`src/rtl/core/fixed_length_frame_sync_parser_assert.svh`:
```
// Assertion macros used by the frame sync parser RTL.
// Used by the top level only; depends on nothing else.
`ifndef FIXED_LENGTH_FRAME_SYNC_PARSER_ASSERT_SVH
`define FIXED_LENGTH_FRAME_SYNC_PARSER_ASSERT_SVH

// The consequent must hold in the same cycle as the antecedent.
`define FLFS_ASSERT_SAME(label, clk, rst_n, ante, cons) \
  label: assert property (@(posedge clk) disable iff (!rst_n) (ante) |-> (cons)) \
    else $error("frame sync parser assertion failed");

// The consequent must hold in the cycle after the antecedent.
`define FLFS_ASSERT_NEXT(label, clk, rst_n, ante, cons) \
  label: assert property (@(posedge clk) disable iff (!rst_n) (ante) |=> (cons)) \
    else $error("frame sync parser assertion failed");

`endif

```
`src/rtl/core/flfs_pkg.sv`:
```
// Shared types and constants for the fixed-length frame sync parser.
// Used by the controller, the datapath and the top level.
package flfs_pkg;

  // Register indexes of the configuration port.
  localparam logic [1:0] REG_HEADER_A = 2'd0;
  localparam logic [1:0] REG_FOOTER_A = 2'd1;
  localparam logic [1:0] REG_HEADER_B = 2'd2;
  localparam logic [1:0] REG_FOOTER_B = 2'd3;

  // Reset values of the configuration registers.
  localparam logic [7:0] HEADER_A_RST = 8'd165;
  localparam logic [7:0] FOOTER_A_RST = 8'd90;
  localparam logic [7:0] HEADER_B_RST = 8'd170;
  localparam logic [7:0] FOOTER_B_RST = 8'd85;

  // Event codes reported with each result word.
  typedef enum logic [2:0] {
    EV_COLLECT = 3'd0,
    EV_DISCARD = 3'd1,
    EV_VALID   = 3'd2,
    EV_RESYNC  = 3'd3,
    EV_DROP    = 3'd4
  } ev_t;

  // Controller states.
  typedef enum logic [1:0] {
    ST_HUNT,
    ST_COLLECT,
    ST_EMIT
  } state_t;

  // Commands from the controller to the datapath.
  typedef struct packed {
    logic start_frame;  // latch the input word as header, store it at entry 0
    logic collect;      // store the input word at the fill index and advance
    logic load_status;  // load a status result into the output register
    ev_t  ev;           // event code of that status result
    logic emit_rd;      // read the next frame entry into the output register
    logic inc_drop;
    logic inc_good;
    logic inc_bad;
  } cmd_t;

  // Status from the datapath to the controller.
  typedef struct packed {
    logic rx_is_hdr;   // input word matches one of the headers
    logic at_last;     // the next collected word completes the frame
    logic frame_good;  // stored header is valid and input word is its footer
    logic emit_last;   // the emit pointer is at the final frame entry
  } sts_t;

endpackage

```
`src/rtl/core/flfs_ctrl.sv`:
```
// Controller state machine of the frame sync parser.
// Depends on flfs_pkg; drives the datapath through cmd_t and reads sts_t.
module flfs_ctrl (
  input  logic            clk,
  input  logic            rst_n,
  input  logic            in_valid,
  output logic            in_stall,
  output logic            out_valid,
  input  logic            out_stall,
  input  flfs_pkg::sts_t  sts,
  output flfs_pkg::cmd_t  cmd
);

  flfs_pkg::state_t state_r, state_nxt;
  logic             out_valid_r, out_valid_nxt;
  logic             out_free;
  logic             accept;

  // The output register can take a new word when empty or being drained.
  assign out_free  = !out_valid_r || !out_stall;
  assign in_stall  = (state_r == flfs_pkg::ST_EMIT) || !out_free;
  assign accept    = in_valid && !in_stall;
  assign out_valid = out_valid_r;

  // Next state.
  always_comb begin
    state_nxt = state_r;
    unique case (state_r)
      flfs_pkg::ST_HUNT: begin
        if (accept && sts.rx_is_hdr) state_nxt = flfs_pkg::ST_COLLECT;
      end
      flfs_pkg::ST_COLLECT: begin
        if (accept && sts.at_last) begin
          if (sts.frame_good)     state_nxt = flfs_pkg::ST_EMIT;
          else if (sts.rx_is_hdr) state_nxt = flfs_pkg::ST_COLLECT;
          else                    state_nxt = flfs_pkg::ST_HUNT;
        end
      end
      flfs_pkg::ST_EMIT: begin
        if (out_free && sts.emit_last) state_nxt = flfs_pkg::ST_HUNT;
      end
      default: state_nxt = flfs_pkg::ST_HUNT;
    endcase
  end

  // Datapath commands.
  always_comb begin
    cmd = '0;
    cmd.ev = flfs_pkg::EV_COLLECT;
    unique case (state_r)
      flfs_pkg::ST_HUNT: begin
        if (accept) begin
          cmd.load_status = 1'b1;
          if (sts.rx_is_hdr) begin
            cmd.start_frame = 1'b1;
          end else begin
            cmd.inc_drop = 1'b1;
            cmd.ev       = flfs_pkg::EV_DISCARD;
          end
        end
      end
      flfs_pkg::ST_COLLECT: begin
        if (accept) begin
          cmd.collect = 1'b1;
          if (!sts.at_last) begin
            cmd.load_status = 1'b1;
          end else if (sts.frame_good) begin
            cmd.inc_good = 1'b1;
          end else begin
            cmd.inc_bad     = 1'b1;
            cmd.load_status = 1'b1;
            if (sts.rx_is_hdr) begin
              cmd.start_frame = 1'b1;
              cmd.ev          = flfs_pkg::EV_RESYNC;
            end else begin
              cmd.ev = flfs_pkg::EV_DROP;
            end
          end
        end
      end
      flfs_pkg::ST_EMIT: begin
        cmd.emit_rd = out_free;
      end
      default: cmd = '0;
    endcase
  end

  // Output register occupancy.
  always_comb begin
    if (cmd.load_status || cmd.emit_rd) out_valid_nxt = 1'b1;
    else if (!out_stall)                out_valid_nxt = 1'b0;
    else                                out_valid_nxt = out_valid_r;
  end

  always_ff @(posedge clk) begin
    if (!rst_n) begin
      state_r     <= flfs_pkg::ST_HUNT;
      out_valid_r <= 1'b0;
    end else begin
      state_r     <= state_nxt;
      out_valid_r <= out_valid_nxt;
    end
  end

endmodule

```
`src/rtl/core/flfs_dpath.sv`:
```
// Datapath of the frame sync parser: registers, frame store, counters, output word.
// Depends on flfs_pkg; steered by flfs_ctrl through cmd_t.
module flfs_dpath #(
  parameter int FRAME_LEN = 8
) (
  input  logic            clk,
  input  logic            rst_n,
  input  logic            cfg_we,
  input  logic [1:0]      cfg_index,
  input  logic [7:0]      cfg_wdata,
  input  logic [7:0]      rx_byte,
  input  flfs_pkg::cmd_t  cmd,
  output flfs_pkg::sts_t  sts,
  output logic            out_kind,
  output logic [7:0]      out_byte,
  output logic [4:0]      out_frame_pos,
  output logic            out_last,
  output logic [2:0]      out_event_res,
  output logic [31:0]     out_discarded_count,
  output logic [31:0]     out_valid_count,
  output logic [31:0]     out_invalid_count
);

  localparam int IDX_W = $clog2(FRAME_LEN);
  localparam logic [IDX_W-1:0] LAST_IDX = IDX_W'(FRAME_LEN - 1);

  logic [7:0]       header_a_r, footer_a_r, header_b_r, footer_b_r;
  logic [7:0]       hdr_r;
  logic [IDX_W-1:0] fill_r;
  logic [IDX_W-1:0] emit_idx_r;
  logic [31:0]      drop_cnt_r, good_cnt_r, bad_cnt_r;
  logic [7:0]       store_mem [FRAME_LEN];
  logic [IDX_W-1:0] wr_addr;
  logic [7:0]       footer_sel;
  logic             out_kind_r, out_last_r;
  logic [7:0]       out_byte_r;
  logic [4:0]       out_pos_r;
  logic [2:0]       out_ev_r;

  // Configuration registers.
  always_ff @(posedge clk) begin
    if (!rst_n) begin
      header_a_r <= flfs_pkg::HEADER_A_RST;
      footer_a_r <= flfs_pkg::FOOTER_A_RST;
      header_b_r <= flfs_pkg::HEADER_B_RST;
      footer_b_r <= flfs_pkg::FOOTER_B_RST;
    end else if (cfg_we) begin
      unique case (cfg_index)
        flfs_pkg::REG_HEADER_A: header_a_r <= cfg_wdata;
        flfs_pkg::REG_FOOTER_A: footer_a_r <= cfg_wdata;
        flfs_pkg::REG_HEADER_B: header_b_r <= cfg_wdata;
        flfs_pkg::REG_FOOTER_B: footer_b_r <= cfg_wdata;
        default: ;
      endcase
    end
  end

  // Header and footer checks. The footer follows the stored header, with
  // header A taking precedence when both headers are equal.
  assign footer_sel     = (hdr_r == header_a_r) ? footer_a_r : footer_b_r;
  assign sts.rx_is_hdr  = (rx_byte == header_a_r) || (rx_byte == header_b_r);
  assign sts.frame_good = ((hdr_r == header_a_r) || (hdr_r == header_b_r)) &&
                          (rx_byte == footer_sel);
  assign sts.at_last    = (fill_r == LAST_IDX);
  assign sts.emit_last  = (emit_idx_r == LAST_IDX);

  // Header latch, fill index and emit pointer.
  always_ff @(posedge clk) begin
    if (!rst_n) begin
      fill_r     <= '0;
      emit_idx_r <= '0;
    end else begin
      if (cmd.start_frame)  fill_r <= IDX_W'(1);
      else if (cmd.collect) fill_r <= fill_r + IDX_W'(1);
      if (cmd.inc_good)     emit_idx_r <= '0;
      else if (cmd.emit_rd) emit_idx_r <= emit_idx_r + IDX_W'(1);
    end
  end

  always_ff @(posedge clk) begin
    if (cmd.start_frame) hdr_r <= rx_byte;
  end

  // Frame store: one write port; a new header always lands at entry 0.
  assign wr_addr = cmd.start_frame ? '0 : fill_r;

  always_ff @(posedge clk) begin
    if (cmd.start_frame || cmd.collect) store_mem[wr_addr] <= rx_byte;
  end

  // Wrapping event counters.
  always_ff @(posedge clk) begin
    if (!rst_n) begin
      drop_cnt_r <= '0;
      good_cnt_r <= '0;
      bad_cnt_r  <= '0;
    end else begin
      if (cmd.inc_drop) drop_cnt_r <= drop_cnt_r + 32'd1;
      if (cmd.inc_good) good_cnt_r <= good_cnt_r + 32'd1;
      if (cmd.inc_bad)  bad_cnt_r  <= bad_cnt_r + 32'd1;
    end
  end

  // Output word: a status result or the registered read of a frame entry.
  always_ff @(posedge clk) begin
    if (cmd.emit_rd) begin
      out_kind_r <= 1'b1;
      out_byte_r <= store_mem[emit_idx_r];
      out_pos_r  <= 5'(emit_idx_r);
      out_last_r <= (emit_idx_r == LAST_IDX);
      out_ev_r   <= flfs_pkg::EV_VALID;
    end else if (cmd.load_status) begin
      out_kind_r <= 1'b0;
      out_byte_r <= rx_byte;
      out_pos_r  <= '0;
      out_last_r <= 1'b1;
      out_ev_r   <= cmd.ev;
    end
  end

  assign out_kind            = out_kind_r;
  assign out_byte            = out_byte_r;
  assign out_frame_pos       = out_pos_r;
  assign out_last            = out_last_r;
  assign out_event_res       = out_ev_r;
  assign out_discarded_count = drop_cnt_r;
  assign out_valid_count     = good_cnt_r;
  assign out_invalid_count   = bad_cnt_r;

endmodule

```
`src/rtl/core/fixed_length_frame_sync_parser.sv`:
```
// Fixed-length frame sync parser, top level.
// Received bytes enter on the in_ channel, one word per accepted handshake.
// While hunting, words that are not header A or header B are dropped and
// counted. After a header the block collects FRAME_LEN words in total; the
// last one must be the footer that belongs to the header. A good frame is
// sent out as FRAME_LEN words of kind 1; every other input word produces one
// status word. Counters ride along on every result word and wrap at 32 bits.
// A status word is registered in the output register when its input word is
// accepted. The word that completes a good frame moves the controller to its
// emit state, from which the frame words are read from the frame store into
// the output register, one word per cycle while out_stall is low; the input
// is stalled until the last frame word has been read.
// No input is accepted while a frame streams out. in_stall also rises when the
// output register holds a word and out_stall is high; the word is held.
// Reset (rst_n low at a clock edge) returns to hunting, clears the counters,
// empties the output register and loads the default header and footer values.
// Configuration writes on cfg_ take effect at the next edge.
// Depends on flfs_pkg, flfs_ctrl, flfs_dpath and the assertion macro header.
`include "fixed_length_frame_sync_parser_assert.svh"

module fixed_length_frame_sync_parser #(
  parameter int FRAME_LEN = 8
) (
  input  logic        clk,
  input  logic        rst_n,
  input  logic        cfg_we,
  input  logic [1:0]  cfg_index,
  input  logic [7:0]  cfg_wdata,
  input  logic        in_valid,
  output logic        in_stall,
  input  logic [7:0]  in_rx_byte,
  output logic        out_valid,
  input  logic        out_stall,
  output logic        out_kind,
  output logic [7:0]  out_byte,
  output logic [4:0]  out_frame_pos,
  output logic        out_last,
  output logic [2:0]  out_event_res,
  output logic [31:0] out_discarded_count,
  output logic [31:0] out_valid_count,
  output logic [31:0] out_invalid_count
);

  flfs_pkg::cmd_t cmd;
  flfs_pkg::sts_t sts;
  logic           in_take;
  logic           out_held;
  logic           frm_word;
  logic           frm_more;
  logic [4:0]     pos_inc;

  // Control.
  flfs_ctrl u_ctrl (
    .clk       (clk),
    .rst_n     (rst_n),
    .in_valid  (in_valid),
    .in_stall  (in_stall),
    .out_valid (out_valid),
    .out_stall (out_stall),
    .sts       (sts),
    .cmd       (cmd)
  );

  // Storage and compare logic.
  flfs_dpath #(
    .FRAME_LEN (FRAME_LEN)
  ) u_dpath (
    .clk                 (clk),
    .rst_n               (rst_n),
    .cfg_we              (cfg_we),
    .cfg_index           (cfg_index),
    .cfg_wdata           (cfg_wdata),
    .rx_byte             (in_rx_byte),
    .cmd                 (cmd),
    .sts                 (sts),
    .out_kind            (out_kind),
    .out_byte            (out_byte),
    .out_frame_pos       (out_frame_pos),
    .out_last            (out_last),
    .out_event_res       (out_event_res),
    .out_discarded_count (out_discarded_count),
    .out_valid_count     (out_valid_count),
    .out_invalid_count   (out_invalid_count)
  );

  // Handshake and frame terms used by the checks below.
  assign in_take  = in_valid && !in_stall;
  assign out_held = out_valid && out_stall;
  assign frm_word = out_valid && out_kind;
  assign frm_more = frm_word && !out_last && !out_stall;
  assign pos_inc  = out_frame_pos + 5'd1;

  // An input word is never taken while a stalled result still waits.
  `FLFS_ASSERT_SAME(a_no_take_over_stalled, clk, rst_n, in_take, !out_held)

  // A frame streams without gaps, one position per word.
  `FLFS_ASSERT_NEXT(a_frame_seq, clk, rst_n, frm_more, frm_word && out_frame_pos == $past(pos_inc))

  // Frame words always report the valid-frame event.
  `FLFS_ASSERT_SAME(a_frame_event, clk, rst_n, frm_word, out_event_res == flfs_pkg::EV_VALID)

endmodule
```
`config.mk`:
```
export PLATFORM = sky130hd
export DESIGN_NAME = fixed_length_frame_sync_parser
export DESIGN_NICKNAME = d
export VERILOG_FILES = /design/src/rtl/core/flfs_pkg.sv /design/src/rtl/core/flfs_ctrl.sv /design/src/rtl/core/flfs_dpath.sv /design/src/rtl/core/fixed_length_frame_sync_parser.sv
export VERILOG_INCLUDE_DIRS = /design/src /design/src/rtl/core
export SDC_FILE = /design/constraint.sdc
export NUM_CORES = 1
export LEC_CHECK = 0
export ABC_CLOCK_PERIOD_IN_PS = 3100
export BUFFER_PORTS_ARGS = -buffer_cell sky130_fd_sc_hd__buf_2
export CORE_MARGIN = 2
export CORE_UTILIZATION = 45
export CTS_CLUSTER_SIZE = 25
export DETAILED_ROUTE_END_ITERATION = 8
export PLACE_DENSITY_LB_ADDON = 0.3
export SYNTH_ARGS = -nofsm -noshare
export SYNTH_HDL_FRONTEND = slang
export SYNTH_SLANG_ARGS = --single-unit
```
`constraint.sdc`:
```
create_clock -name clk -period 3.1 [get_ports clk]
set_clock_uncertainty 0.05 [all_clocks]
set_input_delay 0.31 -clock clk [delete_from_list [all_inputs] [get_ports clk]]
set_output_delay 0.31 -clock clk [all_outputs]
set_load 0.005 [all_outputs]
```
======== After elaboration in Yosys (flattened, before gate mapping) ========
Memory sizes are Yosys's and may differ from the RTL's. A register that Yosys moved wholly into a read port is not among the register bits.
Cells that the tools add are included.
storage, ports and cells
  bits in registers ....................... 161
  memory bits (writable) .................. 64
  bits of input ports ..................... 23
  output and inout bits ................... 116
  memories kept ........................... 1
cells by class
  $add $sub $neg .......................... 5
  equality and inequality tests ........... 16
  muxes and demuxes ....................... 45
  bitwise logic cells ..................... 1
  reduce and logical (&&, ||, !) cells .... 26
memories
  memory             depth  bits a word  read ports  clocked after Yosys merged registers in  wr ports  line              RTL
  u_dpath.store_mem  8      8            1           1                                        1         flfs_dpath.sv:32  logic [7:0] store_mem [FRAME_LEN];
operator list
  kind                   count
  $add 32x1->32 const B  3
  $eq 8x8->1             5
  $mux 8                 3
  $mux 1                 22
  $mux 3                 7
  $mux 2                 7
  $mux 4                 2
  $pmux 4 s2             1
  $reduce_and 2->1       4
  $add 3x1->3 const B    2
  $eq 2x2->1 const B     3
  $eq 3x3->1 const B     2
  $logic_or 1x1->1       6
  $mux 6                 1
  $ne 2x1->1 const B     3
  $pmux 2 s3             1
  $logic_and 1x1->1      5
  $eq 2x1->1 const B     2
  $logic_not 1->1        4
  $logic_not 2->1        2
  $reduce_bool 2->1      2
  $reduce_or 2->1        2
  $reduce_and 3->1       1
  $ne 2x2->1 const B     1
  2 further kinds        2

======== Depth between registers and ports, before layout ========
Gate-level depths: netlist of the first run.
  depth after elaboration ................. 11
  gate-level depth with buffers ........... 12
  gate-level depth less buffers ........... 8

======== Hierarchy ========
A second synthesis of the first run with hierarchy kept.
second synthesis, totals
  cells, all modules ...................... 894
  area total of the unflattened synthesis .. 10,074.7 um^2
by module, submodules not included
  module      times used  cells each  area each (um^2)  sequential area each (um^2)
  flfs_dpath  1           863         9,833.2           5,345.1
  flfs_ctrl   1           31          241.5             60.1

======== Worst setup path before layout of the first run ========
Ideal clock, no wire load.
  kind .................................... flip-flop to flip-flop
  start ................................... register u_dpath.hdr_r[2]
  end ..................................... memory u_dpath.store_mem[3][0], enable pin
  arrival time ............................ 2,902 ps
  required time ........................... 2,665 ps
  path slack .............................. -237 ps
  cell stages (with the launch flop) ...... 10
  path buffers ............................ 1
  clock period less this slack ............ 3,337 ps
  cells stage by stage .................... edfxtp_1 xnor2_1 nand4_2 a2111oi_2 nor2_2 o41a_1 buf_2 and2_4 nand3b_1 nor3b_1
on the way
  word-level cells in the longest chain between the ends .. 11
  elaborated cells between the ends (all ways) .. 14
  classes of those cells .................. eq/ne (3); mux (8); reduce/logical (3)
ends and longest elaborated chain
  item                          line                                RTL
  start: declaration            flfs_dpath.sv:28                    logic [7:0] hdr_r;
  start signal: assignment      flfs_dpath.sv:81                    if (cmd.start_frame) hdr_r <= rx_byte;
  $eq 8x8->1                    flfs_dpath.sv:60, flfs_dpath.sv:62
  $mux 8                        flfs_dpath.sv:60                    assign footer_sel = (hdr_r == header_a_r) ? footer_a_r : footer_b_r;
  $eq 8x8->1                    flfs_dpath.sv:63                    (rx_byte == footer_sel);
  $logic_and 1x1->1 (*)         flfs_dpath.sv:62                    assign sts.frame_good = ((hdr_r == header_a_r) || (hdr_r == header_b_r)) &&
  $mux 1 (*)                    flfs_ctrl.sv:67                     end else if (sts.frame_good) begin
  $mux 1 (*)                    flfs_ctrl.sv:65                     if (!sts.at_last) begin
  $mux 6 (*)                    flfs_ctrl.sv:63                     if (accept) begin
  $pmux 1 s2 (*)                flfs_ctrl.sv:50                     unique case (state_r)
  $logic_or 1x1->1              flfs_dpath.sv:88                    if (cmd.start_frame || cmd.collect) store_mem[wr_addr] <= rx_byte;
  $mux 1                        flfs_dpath.sv:88
  $mux 1 (implied by the code)  flfs_dpath.sv:88
  end: declaration              flfs_dpath.sv:32
Mark *: on every way between the ends. The rest lies on a longest branch, timed or not.

======== Worst setup path after layout of the first run ========
  start ................................... register u_dpath.hdr_r[2]
  end ..................................... register u_dpath.out_ev_r[0], in the netlist u_dpath.out_event_res[0]
on the way
  word-level cells in the longest chain between the ends .. 8
  elaborated cells between the ends (all ways) .. 11
  classes of those cells .................. eq/ne (3); mux (6); reduce/logical (2)
ends and longest elaborated chain
  item                                     line                                RTL
  $eq 8x8->1                               flfs_dpath.sv:60, flfs_dpath.sv:62
  $mux 8                                   flfs_dpath.sv:60
  $eq 8x8->1                               flfs_dpath.sv:63
  $logic_and 1x1->1 (*)                    flfs_dpath.sv:62
  $mux 4 (*)                               flfs_ctrl.sv:67
  $mux 3 / $mux 1 (equally long branches)  flfs_ctrl.sv:65
  $mux 6 (*)                               flfs_ctrl.sv:63
  $pmux 4 s2 (*)                           flfs_ctrl.sv:50
  end signal: assignment                   flfs_dpath.sv:111                   out_ev_r <= flfs_pkg::EV_VALID;
  end signal: assignment                   flfs_dpath.sv:117                   out_ev_r <= cmd.ev;
  end: declaration                         flfs_dpath.sv:38                    logic [2:0] out_ev_r;
Marks and branches as above.
A chain may end at the register's enable or synchronous reset.

==> results.json, run 1 <==
{
  "portBuffers": 136,
  "grtUsageMet3": 0.0329,
  "crit_fanout": 10,
  "initial_core_util": 0.459,
  "drt-vias-per-instance": 5.39,
  "worstHoldPathType": "primary input to flop",
  "clockPowerShare": 0.481,
  "cts_buffers": 25,
  "ys_types": 60,
  "drcViolationCount": 0,
  "synthArstFlopShare": 0,
  "fmax_mhz": 333,
  "slew_headroom": 0.434,
  "die_x_microns": 153,
  "yosysTopAreaCellShare": 0.288,
  "holdWs_ns": 0.0238,
  "grt_max_degree": 69,
  "io_pins": 139,
  "drt_pass1_iterations": 5,
  "fin_crit_sh": 0.968,
  "antenna_found_initial": 1,
  "ir_drop_mv": 0.363,
  "netlist_area_sq_um": 10000,
  "yosysWarnings": 0,
  "p_switching_mw": 1.39,
  "ant_nets": 0,
  "crit_path_start_kind": "flop",
  "cp_data_required_time_ns": 3.46,
  "fp.coreArea_sq_um": 21800,
  "synth_flop_cell": "dfxtp_1",
  "cp-end-kind": "flop",
  "internal_power_mw": 5.20,
  "n_fill_cell": 1853,
  "wirelength_microns": 23600,
  "status": "complete, no violations",
  "finalMaxSlewViolations": 0,
  "hold_viol": 0,
  "vias": 7685,
  "cts_num_sinks": 228,
  "power.density_nw_per_um2": 537,
  "grt_pass1_vias": 7147,
  "die-height_microns": 153,
  "top_usage_layer": "met2",
  "layout.nets": 1158,
  "tightest_slew_ns": 0.848,
  "clock_path_buffers": 3,
  "area_growth_pct": 22.4,
  "layout-drive-gt1-share": 0.235,
  "leakagePower_nw": 4.60,
  "overflow": 0,
  "globalRouteMet2Util": 0.323,
  "diodes": 0,
  "cts_tree": "built",
  "p_seq_frac": 0.479,
  "synth.most_common_cell": "dfxtp_1",
  "syn_inst": 964,
  "synth_edf_count": 84,
  "syn_avg_cell_area_sq_um": 10.4,
  "ys_ff_latch": 228,
  "swShare": 0.211,
  "drv_cap": 0,
  "combPwrFrac": 0.040,
  "gp_congestion": 0.828,
  "arrival_ns": 3.36,
  "dieArea_sq_um": 23500,
  "setup_viol": 0,
  "dp_hpwl_microns": 16200,
  "utilization": 0.562,
  "grtUsageMet1": 0.268,
  "grt_pass1_wl_microns": 37900,
  "grtUsageTotal": 0.196,
  "period_needed_ns": 3.00,
  "netlist.top_cell.by_area": "dfxtp_1",
  "synth_common_cells": "dfxtp_1 (144), nand2_1 (110), nor2_1 (85), edfxtp_1 (84), xnor2_1 (81)",
  "row_count": 54,
  "cts-root-buf": "clkbuf_16",
  "h-tree-depth": 1,
  "synth.area.top_cells": "dfxtp_1 (29%), edfxtp_1 (25%), xnor2_1 (7.1%)",
  "path_class": "flop to flop",
  "detail_route.iter0.violations": 425,
  "post_drt_wl_per_cell_microns": 16.5,
  "clock_latency_ns": 0.52,
  "yosysSeqAreaShare": 0.539,
  "clkSlewWorstSetupHoldPaths_ns": 0.06
}
==> worst max-delay path, cell delays in order (launching register included) <==
cell and delay [ns]:
edfxtp_1 0.44, xnor2_2 0.18, nand4_2 0.16, buf_4 0.18, or4b_1 0.51, o2111ai_2 0.11
buf_4 0.17, nor4_4 0.06, buf_6 0.14, a311o_1 0.40, buf_4 0.17, a311o_1 0.30
==> stage by stage <==
| step | instance area [sq um] | total power, mW | setup slack, ns | TNS [ns] | cells |
|---|---|---|---|---|---|
| final | 12300 | 6.59 | 0.100 | 0 | 1427 |
| after global routing | 12300 | 6.79 | -0.0370 | -0.344 | 1427 |
| after CTS | 12200 | 6.65 | 0.00369 | 0 | 1426 |
| after detailed placement | 11300 | 3.48 | -0.00365 | -0.00365 | 1378 |
| after global placement | 11300 | 3.47 | 0.0649 | 0 | 1378 |
| after floorplan | 10100 | 3.36 | 0.00149 | 0 | 965 |
==> flip-flops by register name, summed over array words and instances, names as in the netlist, named ones only <==
register and cells:
u_dpath.emit_idx_r 3, u_dpath.fill_r 3, u_ctrl.out_valid 1, u_dpath.out_event_res 3, u_ctrl.state_r 2, u_dpath.footer_a_r 8
u_dpath.header_a_r 8, u_dpath.out_last 1, u_dpath.out_invalid_count 32, u_dpath.out_frame_pos 3, u_dpath.out_kind 1, u_dpath.store_mem 64
u_dpath.header_b_r 8, u_dpath.hdr_r 8, u_dpath.footer_b_r 8, u_dpath.out_byte 8, u_dpath.out_discarded_count 32, u_dpath.out_valid_count 32
==> cell usage in the layout (no fill, tap or decap), types with 22 or more instances in the layout <==
master     count
buf_4         37
inv_1         24
nor3_1        22
dfxtp_1      144
nor2_1        83
nand2_1      109
nand3_1       35
a21oi_1       48
xnor2_1       75
o21ai_0       38
buf_2        136
nand4_1       27
clkbuf_16     25
mux2i_1       25
edfxtp_1      84
or3_1         32
==> cell families after synthesis <==
family | Yosys count | share of synthesized area
flops | 228 | 0.539
buf+inv | 69 | 0.0283
mux | 41 | 0.0609
compound gates | 119 | 0.0735
fa+ha+maj | 7 | 0.00874
xor+xnor | 97 | 0.0848
simple gates | 402 | 0.204
other cells | 1 | 0.000374
==> layout make-up <==
cell class / count / area [sq um] / share of cell area
Inverter: 25 / 95.1 / 0.00775
Clock inverter: 16 / 211 / 0.0172
Timing Repair Buffer: 180 / 1080 / 0.0880
Multi-Input combinational cell: 668 / 4450 / 0.363
Sequential cell: 228 / 5410 / 0.441
Clock buffer: 30 / 674 / 0.0550
Tap cell: 280 / 350 / 0.0286
==> metal layers <==
layer | vias up | wire length, microns
li1 | 3766 | -
met1 | 3668 | 10800
met2 | 216 | 11000
met3 | 35 | 1340
met4 | 0 | 489
met5 | - | 0
==> power by group through the flow <==
stage	logic [mW]	clock network [mW]	registers, mW
2_1_floorplan	0.142	0	3.22
3_3_place_gp	0.253	0	3.22
3_5_place_dp	0.258	0	3.22
4_1_cts	0.261	3.23	3.16
5_1_grt	0.288	3.34	3.16
6_report	0.265	3.17	3.16
==> worst paths after layout <==
check	slack, ns	endpoint	startpoint	cells after the start
worst max-delay path	0.10	u_dpath.out_event_res[0]	u_dpath.hdr_r[2]	11
worst min-delay path	0.02	u_dpath.footer_b_r[1]	cfg_wdata[1]	3
worst min register to register	0.40	u_dpath.out_kind	u_dpath.out_kind	2
worst max register to register	0.10	u_dpath.out_event_res[0]	u_dpath.hdr_r[2]	11
==> repair_timing <==
item,CTS,global route
gates resized for setup,0,11
setup endpoints to repair,2,111
pin swaps,1,2
hold endpoints to repair,1,0
hold buffers,1,0
buffers inserted,1,1
(Power assumes the default switching activity.)
==> run 2, diff against run 1 <==
--- a/config.mk
+++ b/config.mk
@@ -6,6 +6,7 @@
 export SDC_FILE = /design/constraint.sdc
 export NUM_CORES = 1
 export LEC_CHECK = 0
+export ABC_AREA = 1
 export ABC_CLOCK_PERIOD_IN_PS = 3100
 export BUFFER_PORTS_ARGS = -buffer_cell sky130_fd_sc_hd__buf_2
 export CORE_MARGIN = 2
==> run 2 against run 1 <==
Compared with the run above: clock-buffer cell count down 6; synthesized area up 13%; utilization down 2.3 points; die area up 12%; worst setup slack better by 0.12 ns; wire length up 26%; total power down 3.0%; critical path depth up 2.
==> results.json, run 2 <==
{
  "die_x_microns": 162,
  "ys_types": 42,
  "tightest_slew_ns": 0.916,
  "io_pins": 139,
  "post_drt_wl_per_cell_microns": 15.7,
  "fin_crit_sh": 0.930,
  "worst_path_max_delay_cell": "edfxtp_1",
  "synthArstFlopShare": 0,
  "p_switching_mw": 1.41,
  "vias": 9994,
  "internal_power_mw": 4.98,
  "final_cells": 1893,
  "yosysSeqAreaShare": 0.479,
  "rsz0062_at_grt": "no",
  "path_class": "flop to flop",
  "max_flop_register": "u_dpath.store_mem",
  "synth.most_common_cell": "nand2_1",
  "layout_commonest_cell": "nand2_1",
  "netlist_area_sq_um": 11300,
  "worstHoldPathType": "primary input to flop",
  "cts_tree": "built",
  "yosysTopAreaCellShare": 0.255,
  "syn_inst": 1409,
  "largest_reg_flops": 64,
  "hold_viol": 0,
  "netlist.top_cell.by_area": "dfxtp_1",
  "drt-vias-per-instance": 5.28,
  "setup_viol": 0,
  "p_seq_frac": 0.495,
  "drt_pass1_iterations": 5,
  "cp-end-kind": "flop",
  "utilization": 0.539,
  "detail_route.iter0.violations": 635,
  "status": "complete, no violations",
  "power.density_nw_per_um2": 484,
  "drv_cap": 0,
  "ys_ff_latch": 228,
  "crit_path_max_incr_delay_ns": 0.43,
  "gp_congestion": 0.965,
  "die-height_microns": 162,
  "clkSlewWorstSetupHoldPaths_ns": 0.07,
  "arrival_ns": 3.06,
  "syn_avg_cell_area_sq_um": 8.01,
  "h-tree-depth": 1,
  "cts_num_sinks": 228,
  "wirelength_microns": 29800,
  "swShare": 0.221,
  "synth_common_cells": "nand2_1 (300), nor2_1 (150), dfxtp_1 (144), inv_1 (122), nand3_1 (106)",
  "portBuffers": 136,
  "dp_cells": 1844,
  "cp_num_buf_inv": 1,
  "clock_latency_ns": 0.53,
  "layout-drive-gt1-share": 0.143,
  "leakagePower_nw": 5.18,
  "rrSetupSlack_ns": 0.22,
  "layout.nets": 1580,
  "cpLargestDelayFamily": "simple AND/OR/NAND/NOR gates",
  "synth.area.top_cells": "dfxtp_1 (26%), edfxtp_1 (22%), nand2_1 (10%)",
  "combPwrFrac": 0.041,
  "synth_flop_cell": "dfxtp_1",
  "fp.coreArea_sq_um": 24500,
  "grt_max_degree": 53,
  "clockPowerShare": 0.464,
  "period_needed_ns": 2.88,
  "grtUsageTotal": 0.222,
  "crit_fanout": 11,
  "worstPathCellList": "xnor2_1 > nand2_1 > nor2_1 > nand2_1 > nand2_1 > nand2_1 > xor2_1 > nor2_2 > nand3_4 > nand3_4 > nand4_1 > nor2_1 > buf_4",
  "cts_buffers": 24,
  "dp_hpwl_microns": 21300,
  "clock_path_buffers": 3,
  "crit_path_start_kind": "flop",
  "drcViolationCount": 0,
  "antenna_found_initial": 1,
  "slew_headroom": 0.389,
  "dieArea_sq_um": 26400,
  "crit_top_cell": "nand2_1",
  "area_growth_pct": 16.9,
  "ir_drop_mv": 0.319,
  "fmax_mhz": 347,
  "synth_edf_count": 84,
  "finalMaxSlewViolations": 0,
  "finalSetupTns_ns": 0,
  "overflow": 0,
  "n_fill_cell": 2329,
  "layout_common_cells": "nand2_1 (300), nor2_1 (149), dfxtp_1 (144)",
  "cp_data_required_time_ns": 3.28,
  "row_count": 57,
  "initial_core_util": 0.462,
  "grt_pass1_wl_microns": 47900,
  "cts-root-buf": "clkbuf_16",
  "grt_pass1_vias": 9456,
  "yosysWarnings": 0,
  "ant_nets": 0
}
## run 2: layer usage
layer,track usage,vias to the layer above,part of all wire
met5,0,-,0
li1,-,5018,-
met3,0.0395,40,0.065
met1,0.305,4651,0.46
met4,0.0519,0,0.017
met2,0.366,285,0.46
## run 2: final timing paths
check                                       from  depth (start not counted)                      end
worst max register to register  u_dpath.hdr_r[2]                         13  u_dpath.store_mem[5][3]
worst max-delay path            u_dpath.hdr_r[2]                         13  u_dpath.store_mem[5][3]
worst min-delay path                cfg_wdata[4]                          3    u_dpath.footer_a_r[4]
worst min register to register  u_dpath.out_kind                          2         u_dpath.out_kind
## run 2: final cells by class
type,count,area (sq um),share of cell area
sequential,228,5410,0.410
multi-input combinational,1004,5170,0.392
timing repair buffer,165,913,0.0692
clock buffer,24,601,0.0455
inverter,127,479,0.0363
tap,324,405,0.0307
clock inverter,20,221,0.0168
antenna,1,2.50,0.000190
## run 2: tightest hold or removal path: stages
cell and delay (ns):
buf_2 0.13, nand2_1 0.06, nand3_1 0.07
## run 2: per-stage QoR
step / power [mW] / setup slack [ns] / hold WS [ns] / instance area [sq um]
after floorplan: 3.37 / 0.429 / 0.359 / 11300
after global placement: 3.48 / 0.296 / 0.379 / 12300
after detailed placement: 3.49 / 0.176 / 0.393 / 12300
after CTS: 6.43 / 0.0927 / 0.0129 / 13200
after global routing: 6.60 / 0.00772 / 0.0338 / 13200
final: 6.39 / 0.217 / 0.0196 / 13200
## run 2: logic make-up after synthesis
logic type               count (synthesis)  share of synthesized area
AND/OR/NAND/NOR                        687                      0.266
flip-flops                             228                      0.479
AO/OA/AOI/OAI                          206                      0.102
buffers and inverters                  179                     0.0668
XOR/XNOR                                93                     0.0721
multiplexers                             8                    0.00709
adder cells (fa/ha/maj)                  7                    0.00776
other                                    1                   0.000332
## run 2: power groups by stage
stage	registers, mW	clock network (mW)	logic, mW
finish	3.16	2.97	0.259
global route	3.17	3.14	0.291
CTS	3.16	3.01	0.259
detailed placement	3.23	0	0.257
global placement	3.23	0	0.253
floorplan	3.22	0	0.144
## run 2: timing repair
item,4_1_cts,5_1_grt
resized for setup,0,4
endpoints found under the setup margin,0,94
hold buffers,1,0
endpoints found under the hold margin,2,0
setup buffers,0,2
